<file path="src/rtl/core/bpc_pkg.sv">
// ----------------------------------------------------------------------------
// bpc_pkg: shared types and constants for the barometric compensation block
// Calibration record, front-to-back item, pipeline sideband and register map.
// ----------------------------------------------------------------------------
package bpc_pkg;

  localparam int QDEPTH     = 4;
  localparam int QAW        = $clog2(QDEPTH);
  localparam int QCW        = $clog2(QDEPTH + 1);
  localparam int DIV_STAGES = 64;

  localparam logic [31:0] FINE_OFFSET = 32'd128000;
  localparam logic [20:0] RAW_FULL    = 21'd1048576;
  localparam logic [11:0] DIV_SCALE   = 12'd3125;
  localparam logic [63:0] P1_BASE     = 64'd1 << 47;
  localparam int          P4_SHIFT    = 35;
  localparam int          P1_SHIFT    = 33;

  typedef enum logic [1:0] {
    REG_TEMP_CALIB = 2'd0,
    REG_PRESS_LOW  = 2'd1,
    REG_PRESS_HIGH = 2'd2,
    REG_PRESS_LAST = 2'd3
  } cfg_reg_t;

  typedef struct packed {
    logic [15:0] t1;
    logic [15:0] t2;
    logic [15:0] t3;
    logic [15:0] p1;
    logic [15:0] p2;
    logic [15:0] p3;
    logic [15:0] p4;
    logic [15:0] p5;
    logic [15:0] p6;
    logic [15:0] p7;
    logic [15:0] p8;
    logic [15:0] p9;
  } calib_t;

  typedef struct packed {
    logic [19:0] raw_p;
    logic [31:0] fine;
    logic [31:0] centi;
  } front_item_t;

  typedef struct packed {
    logic [31:0] centi;
    logic        invalid;
    logic        neg;
  } side_t;

  function automatic logic [63:0] sx16_64(input logic [15:0] v);
    sx16_64 = {{48{v[15]}}, v};
  endfunction

endpackage

</file>
<file path="src/rtl/core/bpc_queue.sv">
// ----------------------------------------------------------------------------
// bpc_queue: small queue between front and back
// Flip-flop storage, one push and one pop per cycle.
// ----------------------------------------------------------------------------
module bpc_queue import bpc_pkg::*; (
  input  logic        clk,
  input  logic        rst_n,
  input  logic        push,
  input  front_item_t push_item,
  input  logic        pop,
  output front_item_t head,
  output logic        full,
  output logic        empty
);

  front_item_t    mem_r [QDEPTH];
  logic [QAW-1:0] wr_ptr_r, rd_ptr_r;
  logic [QCW-1:0] cnt_r;

  assign full  = (cnt_r == QCW'(QDEPTH));
  assign empty = (cnt_r == '0);
  assign head  = mem_r[rd_ptr_r];

  always_ff @(posedge clk) begin
    if (push) begin
      mem_r[wr_ptr_r] <= push_item;
    end
  end

  always_ff @(posedge clk) begin
    if (!rst_n) begin
      wr_ptr_r <= '0;
      rd_ptr_r <= '0;
      cnt_r    <= '0;
    end else begin
      if (push) wr_ptr_r <= wr_ptr_r + QAW'(1);
      if (pop)  rd_ptr_r <= rd_ptr_r + QAW'(1);
      if (push && !pop)      cnt_r <= cnt_r + QCW'(1);
      else if (pop && !push) cnt_r <= cnt_r - QCW'(1);
    end
  end

  a_cnt_bound: assert property (@(posedge clk) disable iff (!rst_n)
    cnt_r <= QCW'(QDEPTH)) else $error("queue count beyond depth");

  a_cnt_inc: assert property (@(posedge clk) disable iff (!rst_n)
    (push && !pop) |=> (cnt_r == $past(cnt_r) + QCW'(1)))
    else $error("queue count did not grow on push");

  a_no_pop_empty: assert property (@(posedge clk) disable iff (!rst_n)
    pop |-> (cnt_r != '0)) else $error("pop from empty queue");

endmodule

</file>
<file path="config.mk">
export PLATFORM = sky130hd
export DESIGN_NAME = bpc_queue
export DESIGN_NICKNAME = d
export VERILOG_FILES = /design/src/rtl/core/bpc_pkg.sv /design/src/rtl/core/bpc_queue.sv
export SDC_FILE = /design/constraint.sdc
export NUM_CORES = 1
export LEC_CHECK = 0
export BUFFER_PORTS_ARGS = -buffer_cell sky130_fd_sc_hd__buf_2
export CORE_ASPECT_RATIO = 0.6
export CORE_MARGIN = 2
export CORE_UTILIZATION = 57
export CTS_CLUSTER_SIZE = 8
export DETAILED_ROUTE_END_ITERATION = 10
export PLACE_DENSITY_LB_ADDON = 0.2
export SYNTH_ARGS = -nofsm -noshare
export SYNTH_HDL_FRONTEND = slang
export SYNTH_SLANG_ARGS = --single-unit
export TNS_END_PERCENT = 20
</file>
<file path="constraint.sdc">
create_clock -name clk -period 3.55 [get_ports clk]
set_input_delay 0.355 -clock clk [delete_from_list [all_inputs] [get_ports clk]]
set_output_delay 0.355 -clock clk [all_outputs]
set_load 0.1 [all_outputs]
</file>
==> impl_metrics.csv <==
group,metric,value,unit
grt,grt_max_degree,49,
power_and_ir_drop,ir_worst_vdd,0.000553,V
cts,cts-hold-fix-buffers,0,
detailed_routing,drtIter0Drc,348,
yosys,synth_common_cells,"edfxtp_1 (336), mux4_2 (84), and2_1 (9), dfxtp_1 (9)",
power_and_ir_drop,power.density,709,mW/mm²
yosys,synthTopCellsByArea,"edfxtp_1 (80%), mux4_2 (15%), dfxtp_1 (1.4%)",
yosys,synth_area,0.0126,mm²
worst_setup_path,arrival,2.44,ns
cts,path_clk_slew,0.05,ns
cts,h-tree-depth,2,
power_and_ir_drop,power.total,10.8,mW
sta,finClkSkew,0.0205,ns
worst_setup_path,crit_required,3.19,ns
floorplan,die_h,119,µm
sta,finalCritPeriodShare,78.6,%
floorplan,ios,174,
grt,globalRouteMet3Util,6.94,%
yosys,synth_seq_cells,345,
worst_setup_path,cp-end-kind,"output port",
cts,clk-insertion-delay-late,0.55,ns
worst_setup_path,worstSetupPathType,"register to output port",
place,io_buffers,173,
worst_setup_path,critPathLaunchType,"register",
floorplan,die_width,196,µm
floorplan,core,0.0219,mm²
sta,holdWs,0.0213,ns
grt,antenna_found_initial,4,
detailed_routing,num_vias,5645,
cells_and_area,multi_input_area,0.00215,mm²
detailed_routing,drc_errors,0,
yosys,yosysMostFrequentCell,"edfxtp_1",
floorplan,rows,42,
yosys,synth_largest_area_cell,"edfxtp_1",
detailed_routing,detail_route.wl_per_cell,22.7,µm
job,cap_viol_max_count,0,
yosys,yosysSeqAreaShare,81.7,%
sta,worst_pin_slew,0.761,ns
sta,relSlewSlack,49.3,%
detailed_routing,drt_wl_total,22.8,mm
detailed_routing,antenna_left,0,
yosys,syn_avg_cell_area,26.1,µm²
cells_and_area,drive_gt1_share,45.2,%
yosys,yosysTopAreaCellShare,80.3,%
sta,drv_slew,0,
yosys,synth_edf_count,336,
place,place_ws,1.26,ns
sta,rsz0062_at_grt,"no",
status,outcome,"complete, no violations",
detailed_routing,post_drt_via_cell_ratio,5.63,
grt,grt_usage,20.2,%
grt,grt_pass1_wl,34.9,mm
place,place_hpwl,13.1,mm
grt,grt-busiest-layer,"met2",
worst_setup_path,crit_fanout,35,
cts,post-cts-setup-buffer-count,0,
cts,cts_tree,"yes",
sta,hold_viol_final,0,
yosys,synth_ff_type,"edfxtp_1",
min_path,hold_class,"input port to register",
floorplan,die-area,0.0233,mm²
sta,fin_ws,0.760,ns
place,place_congestion,0.733,
grt,grt_overflow,0,
cells_and_area,area_growth,20.8,%
cells_and_area,final_nets,788,
grt,use_met1,27.8,%
sta,timing.fmax,358,MHz
sta,min_period,2.79,ns
grt,first_global_vias,6028,
cts,clock_sinks,345,
yosys,synth.distinct_cells,21,
yosys,syn_inst,481,
cells_and_area,ff_latch_area,0.0103,mm²
grt,grt_use_met2,31.2,%
power_and_ir_drop,leakage,5.16,nW
cts,post_cts_resized,0,
yosys,synth_nets,575,
cts,clock_path_buffers,3,
cts,root_buffer,"clkbuf_16",
yosys,async_flop_share,0,%
detailed_routing,drtPass1Iterations,4,
yosys,synth_warnings,0,
sta,setup_violations,0,
cells_and_area,fillers,1338,
floorplan,start_util,57.5,%
sta,setup_tns,0,ns
cts,numCtsBuffers,49,
placed cells by master (no fill, tap or decap), drive strengths merged:
cell,netlist,final
edfxtp,336,336
buf,16,180
mux4,84,84
clkbuf,2,70
dfxtp,9,9
and2,9,9
ha,5,5
inv,4,5
xor2,3,3
diode,0,2
xnor2,2,2
mux2i,2,2
nor2b,2,2
nor3,1,1
nor3b,1,1
nand2,1,1
o21ai,1,1
or3,1,1
a21boi,1,1
fa,1,1
clkinv,0,1
through the flow:
step / std cells / util [%] / area, µm²
after floorplan: 481 / - / 12600
after CTS: 1001 / 69.4 / 15200
after global placement: 929 / 63.2 / 13800
final: 1003 / 69.4 / 15200
after detailed placement: 929 / 63.2 / 13800
after global routing: 1001 / 69.4 / 15200
sequential cells by signal, indices dropped and copies added (netlist names), named ones only:
name	flops
wr_ptr_r	2
mem_r	336
cnt_r	3
rd_ptr_r	2
power by group:
part	total, mW	switching (mW)	internal, mW	leakage [nW]
Clock	4.12	1.54	2.58	0.660
Sequential	4.77	0.0792	4.69	3.16
Combinational	1.88	1.48	0.395	1.34
Total	10.8	3.10	7.66	5.16
cell families after synthesis:
group                    count (synthesis)  share of synthesized area (%)
adder cells (fa/ha/maj)                  6                          0.657
XOR/XNOR                                 5                          0.349
multiplexers                            86                           15.2
AO/OA/AOI/OAI                            2                         0.0996
AND/OR/NAND/NOR                         15                          0.727
buffers and inverters                   22                           1.21
flip-flops                             345                           81.7
area by class of cell:
class / instances / share of cell area [%]
well taps: 286 / 2.36
clock inverters: 2 / 0.115
diodes: 2 / 0.0330
repair buffers: 180 / 6.63
clock buffers: 70 / 8.88
multi-input cells: 114 / 14.2
inverters: 4 / 0.0989
flip-flops and latches: 345 / 67.7
path summary, 6_finish.rpt:
path | from | slack, ns | endpoint | cells after the start
min reg2reg | cnt_r[2] | 0.52 | cnt_r[2] | 2
max | register | 0.76 | head[75] | 3
max reg2reg | wr_ptr_r[0] | 1.64 | mem_r[3][31] | 3
min | push_item[10] | 0.02 | mem_r[1][10] | 1
routing by layer:
layer / wire length [µm] / share of wire, % / vias up
met3: 1680 / 7.4 / 39
li1: - / - / 2491
met1: 9480 / 42 / 2925
met5: 31 / 0.14 / -
met4: 377 / 1.7 / 4
met2: 11200 / 49 / 186
worst max-delay path, stage by stage (launching register included):
cell	delay, ns
dfxtp_4	0.63
buf_12	0.34
mux4_2	0.58
buf_2	0.32
(Power assumes the default switching activity.)
