**src/rtl/core/bpc_pkg.sv**
```systemverilog
// ----------------------------------------------------------------------------
// bpc_pkg: shared types and constants for the barometric compensation block
// Calibration record, front-to-back item, pipeline sideband and register map.
// ----------------------------------------------------------------------------
package bpc_pkg;

  localparam int QDEPTH     = 4;
  localparam int QAW        = $clog2(QDEPTH);
  localparam int QCW        = $clog2(QDEPTH + 1);
  localparam int DIV_STAGES = 64;

  localparam logic [31:0] FINE_OFFSET = 32'd128000;
  localparam logic [20:0] RAW_FULL    = 21'd1048576;
  localparam logic [11:0] DIV_SCALE   = 12'd3125;
  localparam logic [63:0] P1_BASE     = 64'd1 << 47;
  localparam int          P4_SHIFT    = 35;
  localparam int          P1_SHIFT    = 33;

  typedef enum logic [1:0] {
    REG_TEMP_CALIB = 2'd0,
    REG_PRESS_LOW  = 2'd1,
    REG_PRESS_HIGH = 2'd2,
    REG_PRESS_LAST = 2'd3
  } cfg_reg_t;

  typedef struct packed {
    logic [15:0] t1;
    logic [15:0] t2;
    logic [15:0] t3;
    logic [15:0] p1;
    logic [15:0] p2;
    logic [15:0] p3;
    logic [15:0] p4;
    logic [15:0] p5;
    logic [15:0] p6;
    logic [15:0] p7;
    logic [15:0] p8;
    logic [15:0] p9;
  } calib_t;

  typedef struct packed {
    logic [19:0] raw_p;
    logic [31:0] fine;
    logic [31:0] centi;
  } front_item_t;

  typedef struct packed {
    logic [31:0] centi;
    logic        invalid;
    logic        neg;
  } side_t;

  function automatic logic [63:0] sx16_64(input logic [15:0] v);
    sx16_64 = {{48{v[15]}}, v};
  endfunction

endpackage

```
**src/rtl/core/bpc_front.sv**
```systemverilog
// ----------------------------------------------------------------------------
// bpc_front: temperature stages
// Takes raw samples, forms fine temperature and centidegrees in 32-bit math.
// ----------------------------------------------------------------------------
module bpc_front import bpc_pkg::*; (
  input  logic        clk,
  input  logic        rst_n,
  input  logic        in_valid,
  output logic        in_stall,
  input  logic [19:0] in_raw_temperature,
  input  logic [19:0] in_raw_pressure,
  input  calib_t      cal,
  input  logic        q_full,
  output logic        q_push,
  output front_item_t q_item
);

  logic [3:0]  vld_r;
  logic        fe;
  logic [31:0] diff_a, t2x, t3x, d32;
  logic [31:0] a_nxt, dd_nxt, va_nxt, dd_sh, vb0_nxt, vb, fine_nxt, f5, centi_nxt;
  logic [31:0] a_r, dd_r, va_r, vb0_r, fine_r;
  logic [19:0] rp1_r, rp2_r, rp3_r;
  front_item_t item_r;

  assign fe       = !(vld_r[3] && q_full);
  assign in_stall = !fe;
  assign q_push   = vld_r[3] && !q_full;
  assign q_item   = item_r;

  always_ff @(posedge clk) begin
    if (!rst_n) begin
      vld_r <= '0;
    end else if (fe) begin
      vld_r <= {vld_r[2:0], in_valid};
    end
  end

  // stage 1: two products
  assign t2x     = {{16{cal.t2[15]}}, cal.t2};
  assign t3x     = {{16{cal.t3[15]}}, cal.t3};
  assign diff_a  = {15'd0, in_raw_temperature[19:3]} - {15'd0, cal.t1, 1'b0};
  assign a_nxt   = diff_a * t2x;
  assign d32     = {16'd0, in_raw_temperature[19:4]} - {16'd0, cal.t1};
  assign dd_nxt  = d32 * d32;

  // stage 2
  assign va_nxt  = $signed(a_r) >>> 11;
  assign dd_sh   = $signed(dd_r) >>> 12;
  assign vb0_nxt = dd_sh * t3x;

  // stage 3
  assign vb       = $signed(vb0_r) >>> 14;
  assign fine_nxt = va_r + vb;

  // stage 4: (fine * 5 + 128) >> 8
  assign f5        = (fine_r << 2) + fine_r + 32'd128;
  assign centi_nxt = $signed(f5) >>> 8;

  always_ff @(posedge clk) begin
    if (fe) begin
      a_r          <= a_nxt;
      dd_r         <= dd_nxt;
      rp1_r        <= in_raw_pressure;
      va_r         <= va_nxt;
      vb0_r        <= vb0_nxt;
      rp2_r        <= rp1_r;
      fine_r       <= fine_nxt;
      rp3_r        <= rp2_r;
      item_r.fine  <= fine_r;
      item_r.centi <= centi_nxt;
      item_r.raw_p <= rp3_r;
    end
  end

endmodule

```
**config.mk**
```make
export PLATFORM = sky130hd
export DESIGN_NAME = bpc_front
export DESIGN_NICKNAME = d
export VERILOG_FILES = /design/src/rtl/core/bpc_pkg.sv /design/src/rtl/core/bpc_front.sv
export SDC_FILE = /design/constraint.sdc
export NUM_CORES = 2
export LEC_CHECK = 0
export ABC_AREA = 1
export BUFFER_PORTS_ARGS = -buffer_cell sky130_fd_sc_hd__buf_4
export CAP_MARGIN = 25
export CORE_AREA = 2 2 266 268
export CTS_BUF_LIST = sky130_fd_sc_hd__clkbuf_4 sky130_fd_sc_hd__clkbuf_8
export CTS_CLUSTER_SIZE = 40
export DETAILED_ROUTE_END_ITERATION = 8
export DIE_AREA = 0 0 268 270
export PLACE_DENSITY = 0.87
export RECOVER_POWER = 25
export REMOVE_ABC_BUFFERS = 1
export SYNTH_ARGS = -nofsm -noshare
export SYNTH_HDL_FRONTEND = slang
export SYNTH_SLANG_ARGS = --single-unit
```
**constraint.sdc**
```tcl
create_clock -name clk -period 12.5 [get_ports clk]
set_clock_uncertainty 0.1 [all_clocks]
set_input_delay 1.875 -clock clk [delete_from_list [all_inputs] [get_ports clk]]
set_output_delay 1.875 -clock clk [all_outputs]
set_load 0.01 [all_outputs]
```
==> flow_summary.toml <==
[die]
coreArea_sq_um = 69500
fp.dieW_um = 268
start_util = 0.593
die_area_sq_um = 72400
die_y_um = 270
num_rows = 97
io_pins = 322

[clocking]
clockBufferDepth = 3
hold_buffers = 0
cts_setup_buffers = 0
clk_pin_slew_ns = 0.06
cts_tree = "done"
clock-root-buffer = "clkbuf_8"
cts_made_buffers = 37
cts_sinks = 232
cts_max_level = 2
clock_latency_ns = 0.57
cts_resized = 0

[outcome]
status = "finished clean"

[synth]
synthFlopType = "edfxtp_1"
ys_seq_area_frac = 0.168
ys_warn_count = 0
syn-cell-area_sq_um = 41300
synth_top_area_share = 0.396
synth_edf_count = 228
avgSynthCellArea_sq_um = 8.90
ys_ff_latch = 232
synth.distinct_cells = 56
synth_top_area_cell = "fa_1"
async_flop_share = 0
synth_area_leaders = "fa_1 (40%), edfxtp_1 (17%), inv_1 (11%)"
synth_cells = 4636

[grt]
grt.met3_usage = 0.0456
grt_pass1_wl_um = 160000
antenna_found_initial = 1
grt_pass1_vias = 33212
gr-total-overflow = 0
grtUsageMet1 = 0.352
grt_max_degree = 192
grtUsageTotal = 0.278
grt_util_met2 = 0.476
grt.busiest_layer = "met2"

[final_layout]
drive_above_1_share = 0.0662
fillers = 5455
layout_commonest_cell = "inv_1"
nNetsFinal = 6085
regArea_sq_um = 6930
design_area_sq_um = 43900
multiInputGateArea_sq_um = 29000
mostFrequentLayoutCells = "inv_1 (1233), nand2_1 (933), fa_1 (815)"
area_delta_synth_final_pct = 6.33

[place]
routabilityCongestion = 0.966
place_area_sq_um = 43100
post-dp-hpwl_um = 78500
portBuffers = 174

[routing]
num_vias = 30841
drc_errors = 0
drt-pass1-iter-count = 6
routedWlPerCell_um = 17.0
dr.first_iter.drc_count = 2556
wl_um = 96400
detail-route-antenna-nets = 0
avgViaCountPerCell = 5.42

[sta]
relSlewSlack = 0.346
hold_viol = 0
timing.setup.tns_ns = 0
worst_pin_slew_ns = 0.982
setup_viol = 0
rsz0062_at_grt = "no"
holdWs_ns = 0.316
final_max_slew_viol_count = 0
post-route-min-period_ns = 9.50
fin_crit_sh = 0.760
max_freq_mhz = 105

[worst_setup_path]
cpMaxStageDelayCell = "inv_1"
crit_arrival_ns = 9.73
end_kind = "flop"
crit_fanout = 14
crit_top_cell = "nand2_1"
start_kind = "input pin"
cp_data_required_time_ns = 12.73
path_class = "in -> reg"
max_stage_delay_ns = 0.72

[run]
drv_cap = 0

[hold_path]
hold_path_class = "reg -> reg"
## routing by layer
metal,share of wire,vias up
met2,0.49,1510
met3,0.091,329
met4,0.042,0
li1,-,13850
met5,0,-
met1,0.37,15152
## kinds of logic (layout without fill, tap and decap cells)
kind of cell               Yosys count  count (layout)  synth area share
xor gates and xnor gates           121             121            0.0257
DFF                                232             232             0.168
and+or+nand+nor                   1463            1463             0.143
buffers and inverters             1389            1497             0.130
adders and majority gates         1132            1132             0.492
other                                0               2                 0
AOI/OAI and AO/OA                  299             299            0.0419
## Yosys cell counts, drive strengths merged (10+ instances only)
library cell and instances:
a21o 16, a21oi 140, a31oi 10, buf 54, clkbuf 87, edfxtp 228, fa 815, ha 317
inv 1246, nand2 955, nand3 82, nand4 15, nor2 336, nor3 21, nor4 15, o21ai 78
o21bai 19, or2 28, xnor2 30, xor2 91
## flip-flops by register name, summed over array words and instances, names as in the netlist
name / flops
q_item: 66
fine_r: 22
a_r: 21
va_r: 21
dd_r: 20
rp1_r: 20
rp2_r: 20
rp3_r: 20
vb0_r: 18
vld_r: 4
## worst max-delay path, delay by kind of cell
kind                     cells  cell delay, ns
AND/OR/NAND/NOR             15            2.34
adder cells (fa/ha/maj)      9            3.99
buffers and inverters        9            1.17
XOR/XNOR                     1            0.32
## path summary, 6_finish.rpt
kind	from	to	slack [ns]	cells after the start
worst min register to register	rp2_r[7]$_DFFE_PN_	rp3_r[7]$_DFFE_PN_	0.32	0
worst min-delay path	rp2_r[7]$_DFFE_PN_	rp3_r[7]$_DFFE_PN_	0.32	0
worst max register to register	dd_r[31]$_DFFE_PN_	vb0_r[31]$_DFFE_PN_	6.05	20
worst max-delay path	in_raw_temperature[4]	a_r[18]$_DFFE_PN_	3.00	34
## layout make-up
type | count | area share
multi-input cells | 3015 | 0.660
diodes | 2 | 0.000114
clock buffers | 49 | 0.0137
repair buffers | 183 | 0.0316
inverters | 1248 | 0.107
clock inverters | 17 | 0.00254
well taps | 940 | 0.0268
flip-flops and latches | 232 | 0.158
## stage by stage
step                      instances   util  setup WS (ns)
after global routing           5685  0.631           2.68
after global placement         5618  0.620           2.76
after floorplan                4495      -           2.93
final                          5686  0.631           3.00
after CTS                      5684  0.631           3.22
after detailed placement       5618  0.620           2.65
Power is not shown: default switching activity piles up to over one toggle a cycle in this logic, so the estimate is an artifact.
